<file path="config.mk">
export PLATFORM = sky130hd
export DESIGN_NAME = raster_to_mcu_address_walker_top
export DESIGN_NICKNAME = d
export VERILOG_FILES = /design/src/rtl/core/rmw_pkg.sv /design/src/rtl/core/rmw_cfg.sv /design/src/rtl/core/rmw_front.sv /design/src/rtl/core/rmw_queue.sv /design/src/rtl/core/rmw_back.sv /design/src/rtl/core/raster_to_mcu_address_walker_top.sv
export SDC_FILE = /design/constraint.sdc
export NUM_CORES = 2
export LEC_CHECK = 0
export BUFFER_PORTS_ARGS = -buffer_cell sky130_fd_sc_hd__buf_4
export CAP_MARGIN = 0
export CORE_ASPECT_RATIO = 1.25
export CORE_UTILIZATION = 59
export DETAILED_ROUTE_END_ITERATION = 6
export HOLD_SLACK_MARGIN = 0.05
export PLACE_DENSITY_LB_ADDON = 0.12
export SLEW_MARGIN = 5
export SYNTH_ARGS = -nofsm -noshare
export SYNTH_HDL_FRONTEND = slang
export SYNTH_HIERARCHICAL = 1
export SYNTH_SLANG_ARGS = --single-unit
</file>
<file path="constraint.sdc">
create_clock -name clk -period 10.3 [get_ports clk]
set_input_delay 1.545 -clock clk [delete_from_list [all_inputs] [get_ports clk]]
set_output_delay 1.545 -clock clk [all_outputs]
set_load 0.01 [all_outputs]
</file>
<file path="src/rtl/core/rmw_pkg.sv">
// shared types and constants of the raster to mcu address walker
package rmw_pkg;

  // configuration port address width (seven registers at 4-byte spacing)
  localparam int CFG_ADDR_W = 5;

  // default depth of the queue between front and back
  localparam int QUEUE_DEPTH_DEF = 4;

  // field widths
  localparam int PIXEL_W = 24;
  localparam int INDEX_W = 32;
  localparam int COUNT_W = 32;

  // effective configuration seen by the datapath
  typedef struct packed {
    logic [15:0] image_width;
    logic [15:0] image_height;
    logic [4:0]  mw;
    logic [4:0]  mh;
    logic [8:0]  mcu_pixels;
    logic [12:0] na;
    logic [12:0] nd;
  } cfg_t;

  // one classified position handed from front to back
  typedef struct packed {
    logic [11:0]        mcu_row;
    logic [11:0]        mcu_col;
    logic [3:0]         line_in_mcu;
    logic [3:0]         col_in_mcu;
    logic [COUNT_W-1:0] raster_pos;
    logic               in_image;
    logic [PIXEL_W-1:0] pixel_out;
    logic               last;
  } item_t;

endpackage

</file>
<file path="src/rtl/core/rmw_cfg.sv">
// configuration registers with apb-style access and effective value clamping
module rmw_cfg (
  input  logic                          clk,
  input  logic                          rst,
  input  logic                          psel,
  input  logic                          penable,
  input  logic                          pwrite,
  input  logic [rmw_pkg::CFG_ADDR_W-1:0] paddr,
  input  logic [31:0]                   pwdata,
  output logic [31:0]                   prdata,
  output logic                          pready,
  output rmw_pkg::cfg_t                 cfg
);
  import rmw_pkg::*;

  typedef enum logic [2:0] {
    REG_IMAGE_WIDTH  = 3'd0,
    REG_IMAGE_HEIGHT = 3'd1,
    REG_MCU_WIDTH    = 3'd2,
    REG_MCU_HEIGHT   = 3'd3,
    REG_MCU_PIXELS   = 3'd4,
    REG_MCUS_ACROSS  = 3'd5,
    REG_MCUS_DOWN    = 3'd6
  } reg_idx_t;

  logic [15:0] image_width;
  logic [15:0] image_height;
  logic [4:0]  mcu_width;
  logic [4:0]  mcu_height;
  logic [8:0]  mcu_pixels;
  logic [12:0] mcus_across;
  logic [12:0] mcus_down;
  reg_idx_t    idx;
  logic        wr_en;

  assign pready = 1'b1;
  assign idx    = reg_idx_t'(paddr[4:2]);
  assign wr_en  = psel && penable && pwrite && pready;

  // register writes
  always_ff @(posedge clk) begin
    if (rst) begin
      image_width  <= 16'd8;
      image_height <= 16'd8;
      mcu_width    <= 5'd8;
      mcu_height   <= 5'd8;
      mcu_pixels   <= 9'd64;
      mcus_across  <= 13'd1;
      mcus_down    <= 13'd1;
    end else if (wr_en) begin
      unique case (idx)
        REG_IMAGE_WIDTH:  image_width  <= pwdata[15:0];
        REG_IMAGE_HEIGHT: image_height <= pwdata[15:0];
        REG_MCU_WIDTH:    mcu_width    <= pwdata[4:0];
        REG_MCU_HEIGHT:   mcu_height   <= pwdata[4:0];
        REG_MCU_PIXELS:   mcu_pixels   <= pwdata[8:0];
        REG_MCUS_ACROSS:  mcus_across  <= pwdata[12:0];
        REG_MCUS_DOWN:    mcus_down    <= pwdata[12:0];
        default: ;
      endcase
    end
  end

  // read mux
  always_comb begin
    unique case (idx)
      REG_IMAGE_WIDTH:  prdata = {16'b0, image_width};
      REG_IMAGE_HEIGHT: prdata = {16'b0, image_height};
      REG_MCU_WIDTH:    prdata = {27'b0, mcu_width};
      REG_MCU_HEIGHT:   prdata = {27'b0, mcu_height};
      REG_MCU_PIXELS:   prdata = {23'b0, mcu_pixels};
      REG_MCUS_ACROSS:  prdata = {19'b0, mcus_across};
      REG_MCUS_DOWN:    prdata = {19'b0, mcus_down};
      default:          prdata = 32'b0;
    endcase
  end

  // zero mcu sizes and counts act as one, oversized ones clamp to the max
  always_comb begin
    cfg.image_width  = image_width;
    cfg.image_height = image_height;
    cfg.mcu_pixels   = mcu_pixels;
    if (mcu_width == 5'd0) cfg.mw = 5'd1;
    else if (mcu_width > 5'd16) cfg.mw = 5'd16;
    else cfg.mw = mcu_width;
    if (mcu_height == 5'd0) cfg.mh = 5'd1;
    else if (mcu_height > 5'd16) cfg.mh = 5'd16;
    else cfg.mh = mcu_height;
    if (mcus_across == 13'd0) cfg.na = 13'd1;
    else if (mcus_across > 13'd4096) cfg.na = 13'd4096;
    else cfg.na = mcus_across;
    if (mcus_down == 13'd0) cfg.nd = 13'd1;
    else if (mcus_down > 13'd4096) cfg.nd = 13'd4096;
    else cfg.nd = mcus_down;
  end

endmodule

</file>
<file path="src/rtl/core/rmw_front.sv">
// front end: grid walker that classifies each request and advances the counters
module rmw_front (
  input  logic                       clk,
  input  logic                       rst,
  input  rmw_pkg::cfg_t              cfg,
  input  logic                       accept,
  input  logic [rmw_pkg::PIXEL_W-1:0] next_pixel,
  output rmw_pkg::item_t             item
);
  import rmw_pkg::*;

  logic [11:0]        mcu_row;
  logic [3:0]         line_in_mcu;
  logic [11:0]        mcu_col;
  logic [3:0]         col_in_mcu;
  logic [COUNT_W-1:0] raster_count;

  logic [16:0] col_pos;
  logic [31:0] area;
  logic        in_img;
  logic        fc, fm, fl, fr;

  // position classification
  assign col_pos = ({5'b0, mcu_col} * {12'b0, cfg.mw}) + {13'b0, col_in_mcu};
  assign area    = {16'b0, cfg.image_width} * {16'b0, cfg.image_height};
  assign in_img  = (col_pos < {1'b0, cfg.image_width}) && (raster_count < area);

  // end of each counter, out-of-range counters count as final
  assign fc = ({1'b0, col_in_mcu} + 5'd1) >= cfg.mw;
  assign fm = ({1'b0, mcu_col} + 13'd1) >= cfg.na;
  assign fl = ({1'b0, line_in_mcu} + 5'd1) >= cfg.mh;
  assign fr = ({1'b0, mcu_row} + 13'd1) >= cfg.nd;

  always_comb begin
    item.mcu_row     = mcu_row;
    item.mcu_col     = mcu_col;
    item.line_in_mcu = line_in_mcu;
    item.col_in_mcu  = col_in_mcu;
    item.raster_pos  = raster_count;
    item.in_image    = in_img;
    item.pixel_out   = in_img ? next_pixel : '0;
    item.last        = fc && fm && fl && fr;
  end

  // walk order: column in mcu, mcu column, line in mcu, mcu row
  always_ff @(posedge clk) begin
    if (rst) begin
      mcu_row      <= '0;
      line_in_mcu  <= '0;
      mcu_col      <= '0;
      col_in_mcu   <= '0;
      raster_count <= '0;
    end else if (accept) begin
      if (in_img && !item.last) raster_count <= raster_count + 32'd1;
      if (!fc) begin
        col_in_mcu <= col_in_mcu + 4'd1;
      end else begin
        col_in_mcu <= '0;
        if (!fm) begin
          mcu_col <= mcu_col + 12'd1;
        end else begin
          mcu_col <= '0;
          if (!fl) begin
            line_in_mcu <= line_in_mcu + 4'd1;
          end else begin
            line_in_mcu <= '0;
            if (!fr) begin
              mcu_row <= mcu_row + 12'd1;
            end else begin
              mcu_row      <= '0;
              raster_count <= '0;
            end
          end
        end
      end
    end
  end

  // the final position brings every counter back to zero
  a_last_wraps: assert property (@(posedge clk) disable iff (rst)
    accept && item.last |=> mcu_row == 12'd0 && mcu_col == 12'd0 &&
      line_in_mcu == 4'd0 && col_in_mcu == 4'd0 && raster_count == '0)
    else $error("walker did not wrap after last position");

  // raster position moves only on an in-image request or at the wrap after the last position
  a_raster_step: assert property (@(posedge clk) disable iff (rst)
    accept && !item.in_image && !item.last |=> $stable(raster_count))
    else $error("raster count moved on a padding position");

endmodule

</file>
<file path="src/rtl/core/rmw_queue.sv">
// short queue of classified positions between front and back
module rmw_queue #(
  parameter int DEPTH = rmw_pkg::QUEUE_DEPTH_DEF
) (
  input  logic           clk,
  input  logic           rst,
  input  logic           wr_en,
  input  rmw_pkg::item_t wr_data,
  output logic           full,
  input  logic           rd_en,
  output rmw_pkg::item_t rd_data,
  output logic           empty
);
  import rmw_pkg::*;

  localparam int AW = $clog2(DEPTH);
  localparam int CW = $clog2(DEPTH + 1);

  item_t         slots [DEPTH];
  logic [AW-1:0] wr_ptr;
  logic [AW-1:0] rd_ptr;
  logic [CW-1:0] count;
  logic          do_wr;
  logic          do_rd;

  assign full    = (count == CW'(DEPTH));
  assign empty   = (count == '0);
  assign do_wr   = wr_en && !full;
  assign do_rd   = rd_en && !empty;
  assign rd_data = slots[rd_ptr];

  // storage
  always_ff @(posedge clk) begin
    if (do_wr) slots[wr_ptr] <= wr_data;
  end

  // pointers and fill count
  always_ff @(posedge clk) begin
    if (rst) begin
      wr_ptr <= '0;
      rd_ptr <= '0;
      count  <= '0;
    end else begin
      if (do_wr) wr_ptr <= (wr_ptr == AW'(DEPTH - 1)) ? '0 : wr_ptr + AW'(1);
      if (do_rd) rd_ptr <= (rd_ptr == AW'(DEPTH - 1)) ? '0 : rd_ptr + AW'(1);
      if (do_wr && !do_rd) count <= count + CW'(1);
      else if (do_rd && !do_wr) count <= count - CW'(1);
    end
  end

  // fill count tracks the pointers
  a_count_step: assert property (@(posedge clk) disable iff (rst)
    do_wr && !do_rd |=> count == $past(count) + CW'(1))
    else $error("queue count did not grow on a write");

  a_count_bound: assert property (@(posedge clk) disable iff (rst)
    count <= CW'(DEPTH))
    else $error("queue count beyond depth");

endmodule

</file>
<file path="src/rtl/core/rmw_back.sv">
// back end: mcu index arithmetic over stage one and the result register
module rmw_back (
  input  logic                        clk,
  input  logic                        rst,
  input  rmw_pkg::cfg_t               cfg,
  input  rmw_pkg::item_t              q_data,
  input  logic                        q_empty,
  output logic                        q_pop,
  input  logic                        pop,
  output logic                        empty,
  output logic [rmw_pkg::INDEX_W-1:0] mcu_index,
  output logic [rmw_pkg::COUNT_W-1:0] raster_pos,
  output logic                        in_image,
  output logic [rmw_pkg::PIXEL_W-1:0] pixel_out,
  output logic                        last
);
  import rmw_pkg::*;

  logic        s1_valid;
  item_t       s1_item;
  logic [24:0] s1_base;
  logic [8:0]  s1_offs;
  logic        out_valid;
  logic        out_load;
  logic        s1_move;
  logic [33:0] index_full;

  assign empty    = !out_valid;
  assign out_load = !out_valid || pop;
  assign s1_move  = s1_valid && out_load;
  assign q_pop    = !q_empty && (!s1_valid || out_load);

  // mcu number times stride plus offset inside the mcu
  assign index_full = ({9'b0, s1_base} * {25'b0, cfg.mcu_pixels}) + {25'b0, s1_offs};

  // stage one: mcu number and offset inside the mcu
  always_ff @(posedge clk) begin
    if (q_pop) begin
      s1_item <= q_data;
      s1_base <= ({13'b0, q_data.mcu_row} * {12'b0, cfg.na}) + {13'b0, q_data.mcu_col};
      s1_offs <= ({5'b0, q_data.line_in_mcu} * {4'b0, cfg.mw}) + {5'b0, q_data.col_in_mcu};
    end
  end

  // result register
  always_ff @(posedge clk) begin
    if (s1_move) begin
      mcu_index  <= index_full[INDEX_W-1:0];
      raster_pos <= s1_item.raster_pos;
      in_image   <= s1_item.in_image;
      pixel_out  <= s1_item.pixel_out;
      last       <= s1_item.last;
    end
  end

  // stage valid flags
  always_ff @(posedge clk) begin
    if (rst) begin
      s1_valid  <= 1'b0;
      out_valid <= 1'b0;
    end else begin
      if (q_pop) s1_valid <= 1'b1;
      else if (s1_move) s1_valid <= 1'b0;
      if (s1_move) out_valid <= 1'b1;
      else if (pop) out_valid <= 1'b0;
    end
  end

  // a stalled stage one keeps its request
  a_s1_hold: assert property (@(posedge clk) disable iff (rst)
    s1_valid && !out_load |=> s1_valid && $stable(s1_base) && $stable(s1_offs))
    else $error("stage one lost a stalled request");

endmodule

</file>
<file path="src/rtl/core/raster_to_mcu_address_walker_top.sv">
// top level of the raster to mcu address walker
// Walks the mcu-padded image grid in the order mcu row, line in mcu, mcu column, column in
// mcu, one position per pushed pixel, and returns the mcu-order index, the raster position,
// the in-image flag, the pixel or zero padding, and a last flag; counters wrap after the last
// position. One position is accepted every clock while the result side keeps popping: the
// front walker updates all counters together on an accepted push. The queue is written at
// the edge that accepts the push; the request then passes the index stage and the result
// register to the outputs, and a stall on the result side holds it. Registers may be
// written only while no request is in flight.
module raster_to_mcu_address_walker_top #(
  parameter int QUEUE_DEPTH = rmw_pkg::QUEUE_DEPTH_DEF
) (
  input  logic                          clk,
  input  logic                          rst,
  input  logic                          push,
  output logic                          full,
  input  logic [rmw_pkg::PIXEL_W-1:0]    next_pixel,
  output logic                          empty,
  input  logic                          pop,
  output logic [rmw_pkg::INDEX_W-1:0]    mcu_index,
  output logic [rmw_pkg::COUNT_W-1:0]    raster_pos,
  output logic                          in_image,
  output logic [rmw_pkg::PIXEL_W-1:0]    pixel_out,
  output logic                          last,
  input  logic                          psel,
  input  logic                          penable,
  input  logic                          pwrite,
  input  logic [rmw_pkg::CFG_ADDR_W-1:0] paddr,
  input  logic [31:0]                   pwdata,
  output logic [31:0]                   prdata,
  output logic                          pready
);
  import rmw_pkg::*;

  cfg_t  cfg;
  item_t front_item;
  item_t q_data;
  logic  accept;
  logic  q_empty;
  logic  q_pop;

  assign accept = push && !full;

  // configuration registers
  rmw_cfg u_cfg (
    .clk     (clk),
    .rst     (rst),
    .psel    (psel),
    .penable (penable),
    .pwrite  (pwrite),
    .paddr   (paddr),
    .pwdata  (pwdata),
    .prdata  (prdata),
    .pready  (pready),
    .cfg     (cfg)
  );

  // grid walker
  rmw_front u_front (
    .clk        (clk),
    .rst        (rst),
    .cfg        (cfg),
    .accept     (accept),
    .next_pixel (next_pixel),
    .item       (front_item)
  );

  // decoupling queue
  rmw_queue #(
    .DEPTH (QUEUE_DEPTH)
  ) u_queue (
    .clk     (clk),
    .rst     (rst),
    .wr_en   (push),
    .wr_data (front_item),
    .full    (full),
    .rd_en   (q_pop),
    .rd_data (q_data),
    .empty   (q_empty)
  );

  // index arithmetic and result register
  rmw_back u_back (
    .clk        (clk),
    .rst        (rst),
    .cfg        (cfg),
    .q_data     (q_data),
    .q_empty    (q_empty),
    .q_pop      (q_pop),
    .pop        (pop),
    .empty      (empty),
    .mcu_index  (mcu_index),
    .raster_pos (raster_pos),
    .in_image   (in_image),
    .pixel_out  (pixel_out),
    .last       (last)
  );

endmodule
</file>
==> impl_metrics.env <==
export IMPL_dp_slack_ns=0.4538
export IMPL_place_gp_congestion=0.8511
export IMPL_cap_violations=0
export IMPL_dieArea_um2=89870
export IMPL_synth_top_family_by_area="adder cells"
export IMPL_root_buffer="clkbuf_16"
export IMPL_synth_warnings=6
export IMPL_max_stage_delay_ns=0.75
export IMPL_route_detailed_drc=0
export IMPL_initial_core_util=0.5978
export IMPL_tightest_slew_ns=1.242
export IMPL_grt_max_degree=68
export IMPL_clockBufferDepth=3
export IMPL_syn_to_final_growth_pct=9.158
export IMPL_grt_pass1_vias=34360
export IMPL_viasPerCell=5.571
export IMPL_top_layer="met4"
export IMPL_clock_sinks=694
export IMPL_holdCritPathClass="flop to flop"
export IMPL_run_status="finished clean"
export IMPL_nets=5694
export IMPL_max_slew_margin=0.1701
export IMPL_synth_fa_ha_area_frac=0.2954
export IMPL_die_w_um=268.3
export IMPL_synth_xor_area_frac=0.02411
export IMPL_wl_per_cell_um=18.74
export IMPL_ir_worst_vdd_uv=183.7
export IMPL_ys_async_sr_fraction=0
export IMPL_crit_slowest_cell="dfxtp_1"
export IMPL_synth_avg_cell_area_um2=11.41
export IMPL_synthCells=4586
export IMPL_rsz0062_at_grt="no"
export IMPL_ys_flop_type="edfxtp_1"
export IMPL_setup_tns_final_ns=0
export IMPL_groute_usage_overall=0.2552
export IMPL_yosysSeqAreaShare=0.3693
export IMPL_wl_met1_mm=44.64
export IMPL_ys_seq_elements=694
export IMPL_drive_gt1_frac=0.1033
export IMPL_die_height_um=334.9
export IMPL_whs_ns=0.4067
export IMPL_syn_area_um2=52310
export IMPL_wl_met2_mm=58.02
export IMPL_grt_pass1_wl_mm=179.5
export IMPL_drt_pass1_iter_count=5
export IMPL_placement_io_buffers=157
export IMPL_cts_setup_buffers=0
export IMPL_endpoint_kind="flop"
export IMPL_core_area_um2=87510
export IMPL_finalSetupViolations=0
export IMPL_yosysUniqueCellTypes=96
export IMPL_fin_crit_ns=9.862
export IMPL_muxShareOfSynthArea=0.05984
export IMPL_power_density_nw_per_um2=165.0
export IMPL_drt_initial_drc_count=1624
export IMPL_synth_compound_area_frac=0.05135
export IMPL_wl_met3_mm=4.496
export IMPL_hold_viol=0
export IMPL_drt_total_wl_mm=111.2
export IMPL_startpoint_type="flop"
export IMPL_cts_resized=0
export IMPL_path_clk_slew_ns=0.06
export IMPL_antenna_found_initial=0
export IMPL_synthTopCellsByArea="edfxtp_1 (31%), fa_1 (20%), ha_1 (9.4%)"
export IMPL_place_detailed_hpwl_mm=83.40
export IMPL_vias=33050
export IMPL_synth_simple_gate_area_share=0.1310
export IMPL_drtAntennaViolNets=0
export IMPL_clock_latency_ns=0.66
export IMPL_synth_top_area_frac=0.3111
export IMPL_gr_total_overflow=0
export IMPL_cp_arrival_ns=10.42
export IMPL_cts_hold_buf=0
export IMPL_synth_edf_count=542
export IMPL_fmax_mhz=101.4
export IMPL_h_tree_depth=3
export IMPL_path_common_cell="fa_1"
export IMPL_boundaryPins=193
export IMPL_cts_tree="built"
export IMPL_skew_ns=0.06890
export IMPL_critPathKind="flop to flop"
export IMPL_maxSlewViolCount=0
export IMPL_synth_top_cell_by_area="edfxtp_1"
export IMPL_fp_row_count=121
export IMPL_cp_max_fo=22
export IMPL_cp_required_ns=10.86
export IMPL_finalCritPeriodShare=0.9575
export IMPL_leakage_nw=25.07
export IMPL_numCtsBuffers=71
export IMPL_setup_slack_ns=0.4379
[synthesized netlist by cell type, types with 13 or more instances]
cell and count:
inv_1 710, edfxtp_1 542, fa_1 525, nand2_1 447, ha_1 395, and2_1 388
dfxtp_1 152, clkbuf_1 140, nor2_1 124, a21oi_1 123, nand2b_1 104, mux2i_1 99
xnor2_1 94, mux4_2 90, o21ai_0 69, xor2_1 50, nand3_1 49, nor2b_1 44
buf_4 34, nor3_1 31, a21o_1 29, nand4_1 25, and3_1 20, o21bai_1 19
buf_2 18, o211ai_1 17, a211oi_1 14, a32o_1 14, a31oi_1 13, o21a_1 13
o31ai_1 13
[critical path, delay by kind of cell, from the launching register on]
family	cells	cell delay, ns
flops	1	0.75
buf+inv	4	0.39
compound gates	9	1.80
fa+ha+maj	8	3.54
xor+xnor	1	0.13
simple gates	8	3.14
[power breakdown]
group,internal [mW],switching [mW],total [mW]
sequential,3.76,0.335,4.09
combinational,1.15,1.56,2.71
clock,1.47,1.15,2.62
total,6.38,3.04,9.42
[registers in the layout, summed over array words and instances, names as in the netlist, 9 cells and up, named ones only]
| register | cells |
|---|---|
| u_front/raster_count | 32 |
| u_front/mcu_row | 12 |
| u_cfg/mcus_down | 13 |
| u_back/pixel_out | 24 |
| u_cfg/mcu_pixels | 9 |
| u_cfg/mcus_across | 13 |
| u_queue/slots | 360 |
| u_back/s1_offs | 9 |
| u_front/mcu_col | 12 |
| u_back/mcu_index | 32 |
| u_back/raster_pos | 32 |
| u_back/s1_base | 25 |
| u_cfg/image_height | 16 |
| u_cfg/image_width | 16 |
| u_back/s1_item | 58 |
[stage by stage]
| step | std cells | total power, mW | util | instance area, um2 |
|---|---|---|---|---|
| 2_1_floorplan | 4601 | 6.082 | - | 52370 |
| 3_3_place_gp | 5801 | 6.820 | 0.6251 | 54700 |
| 3_5_place_dp | 5801 | 6.891 | 0.6251 | 54700 |
| 4_1_cts | 5932 | 9.537 | 0.6525 | 57100 |
| 5_1_grt | 5932 | 9.967 | 0.6525 | 57100 |
| 6_report | 5933 | 9.419 | 0.6526 | 57100 |
[worst paths after layout]
path | slack [ns] | from | cells after the start | endpoint
setup / recovery | 0.44 | u_cfg/image_height[10] | 30 | u_front/raster_count[12]
hold / removal | 0.41 | u_back/s1_item[30] | 0 | u_back/raster_pos[4]
setup reg to reg | 0.44 | u_cfg/image_height[10] | 30 | u_front/raster_count[12]
hold reg to reg | 0.41 | u_back/s1_item[30] | 0 | u_back/raster_pos[4]
[cell usage in the layout (no fill, tap or decap), types with 13 or more instances in the layout]
cell,instances
a211oi_1,14
a21o_1,29
a21oi_1,122
a31oi_1,13
a32o_1,14
and2_1,388
and3_1,20
buf_4,228
clkbuf_1,14
clkbuf_16,71
conb_1,17
dfxtp_1,150
edfxtp_1,542
fa_1,525
ha_1,395
inv_1,710
mux2i_1,99
mux4_2,90
nand2_1,447
nand2b_1,104
nand3_1,49
nand4_1,25
nor2_1,124
nor2b_1,43
nor3_1,31
o211ai_1,17
o21a_1,13
o21ai_0,69
o21bai_1,19
o31ai_1,13
xnor2_1,94
xor2_1,50
[kinds of logic after synthesis]
family | Yosys count
compound gates | 399
fa+ha+maj | 920
buf+inv | 910
flops | 694
simple gates | 1318
other cells | 2
xor+xnor | 144
mux | 199
[routing by layer]
metal / vias up / GRT usage
met5: - / 0
met4: 0 / 0.1003
met3: 198 / 0.02805
met2: 740 / 0.4537
met1: 16720 / 0.3167
li1: 15390 / -
[final cells by class]
| class | instances | area, um2 |
|---|---|---|
| fill | 6829 | 30400 |
| multi-input combinational | 2997 | 29480 |
| sequential | 694 | 19330 |
| inverter | 712 | 2678 |
| clock buffer | 87 | 1857 |
| timing repair buffer | 230 | 1752 |
| tap | 1168 | 1461 |
| clock inverter | 44 | 545.5 |
| antenna | 1 | 2.502 |
Power figures use the tool's default switching activity.
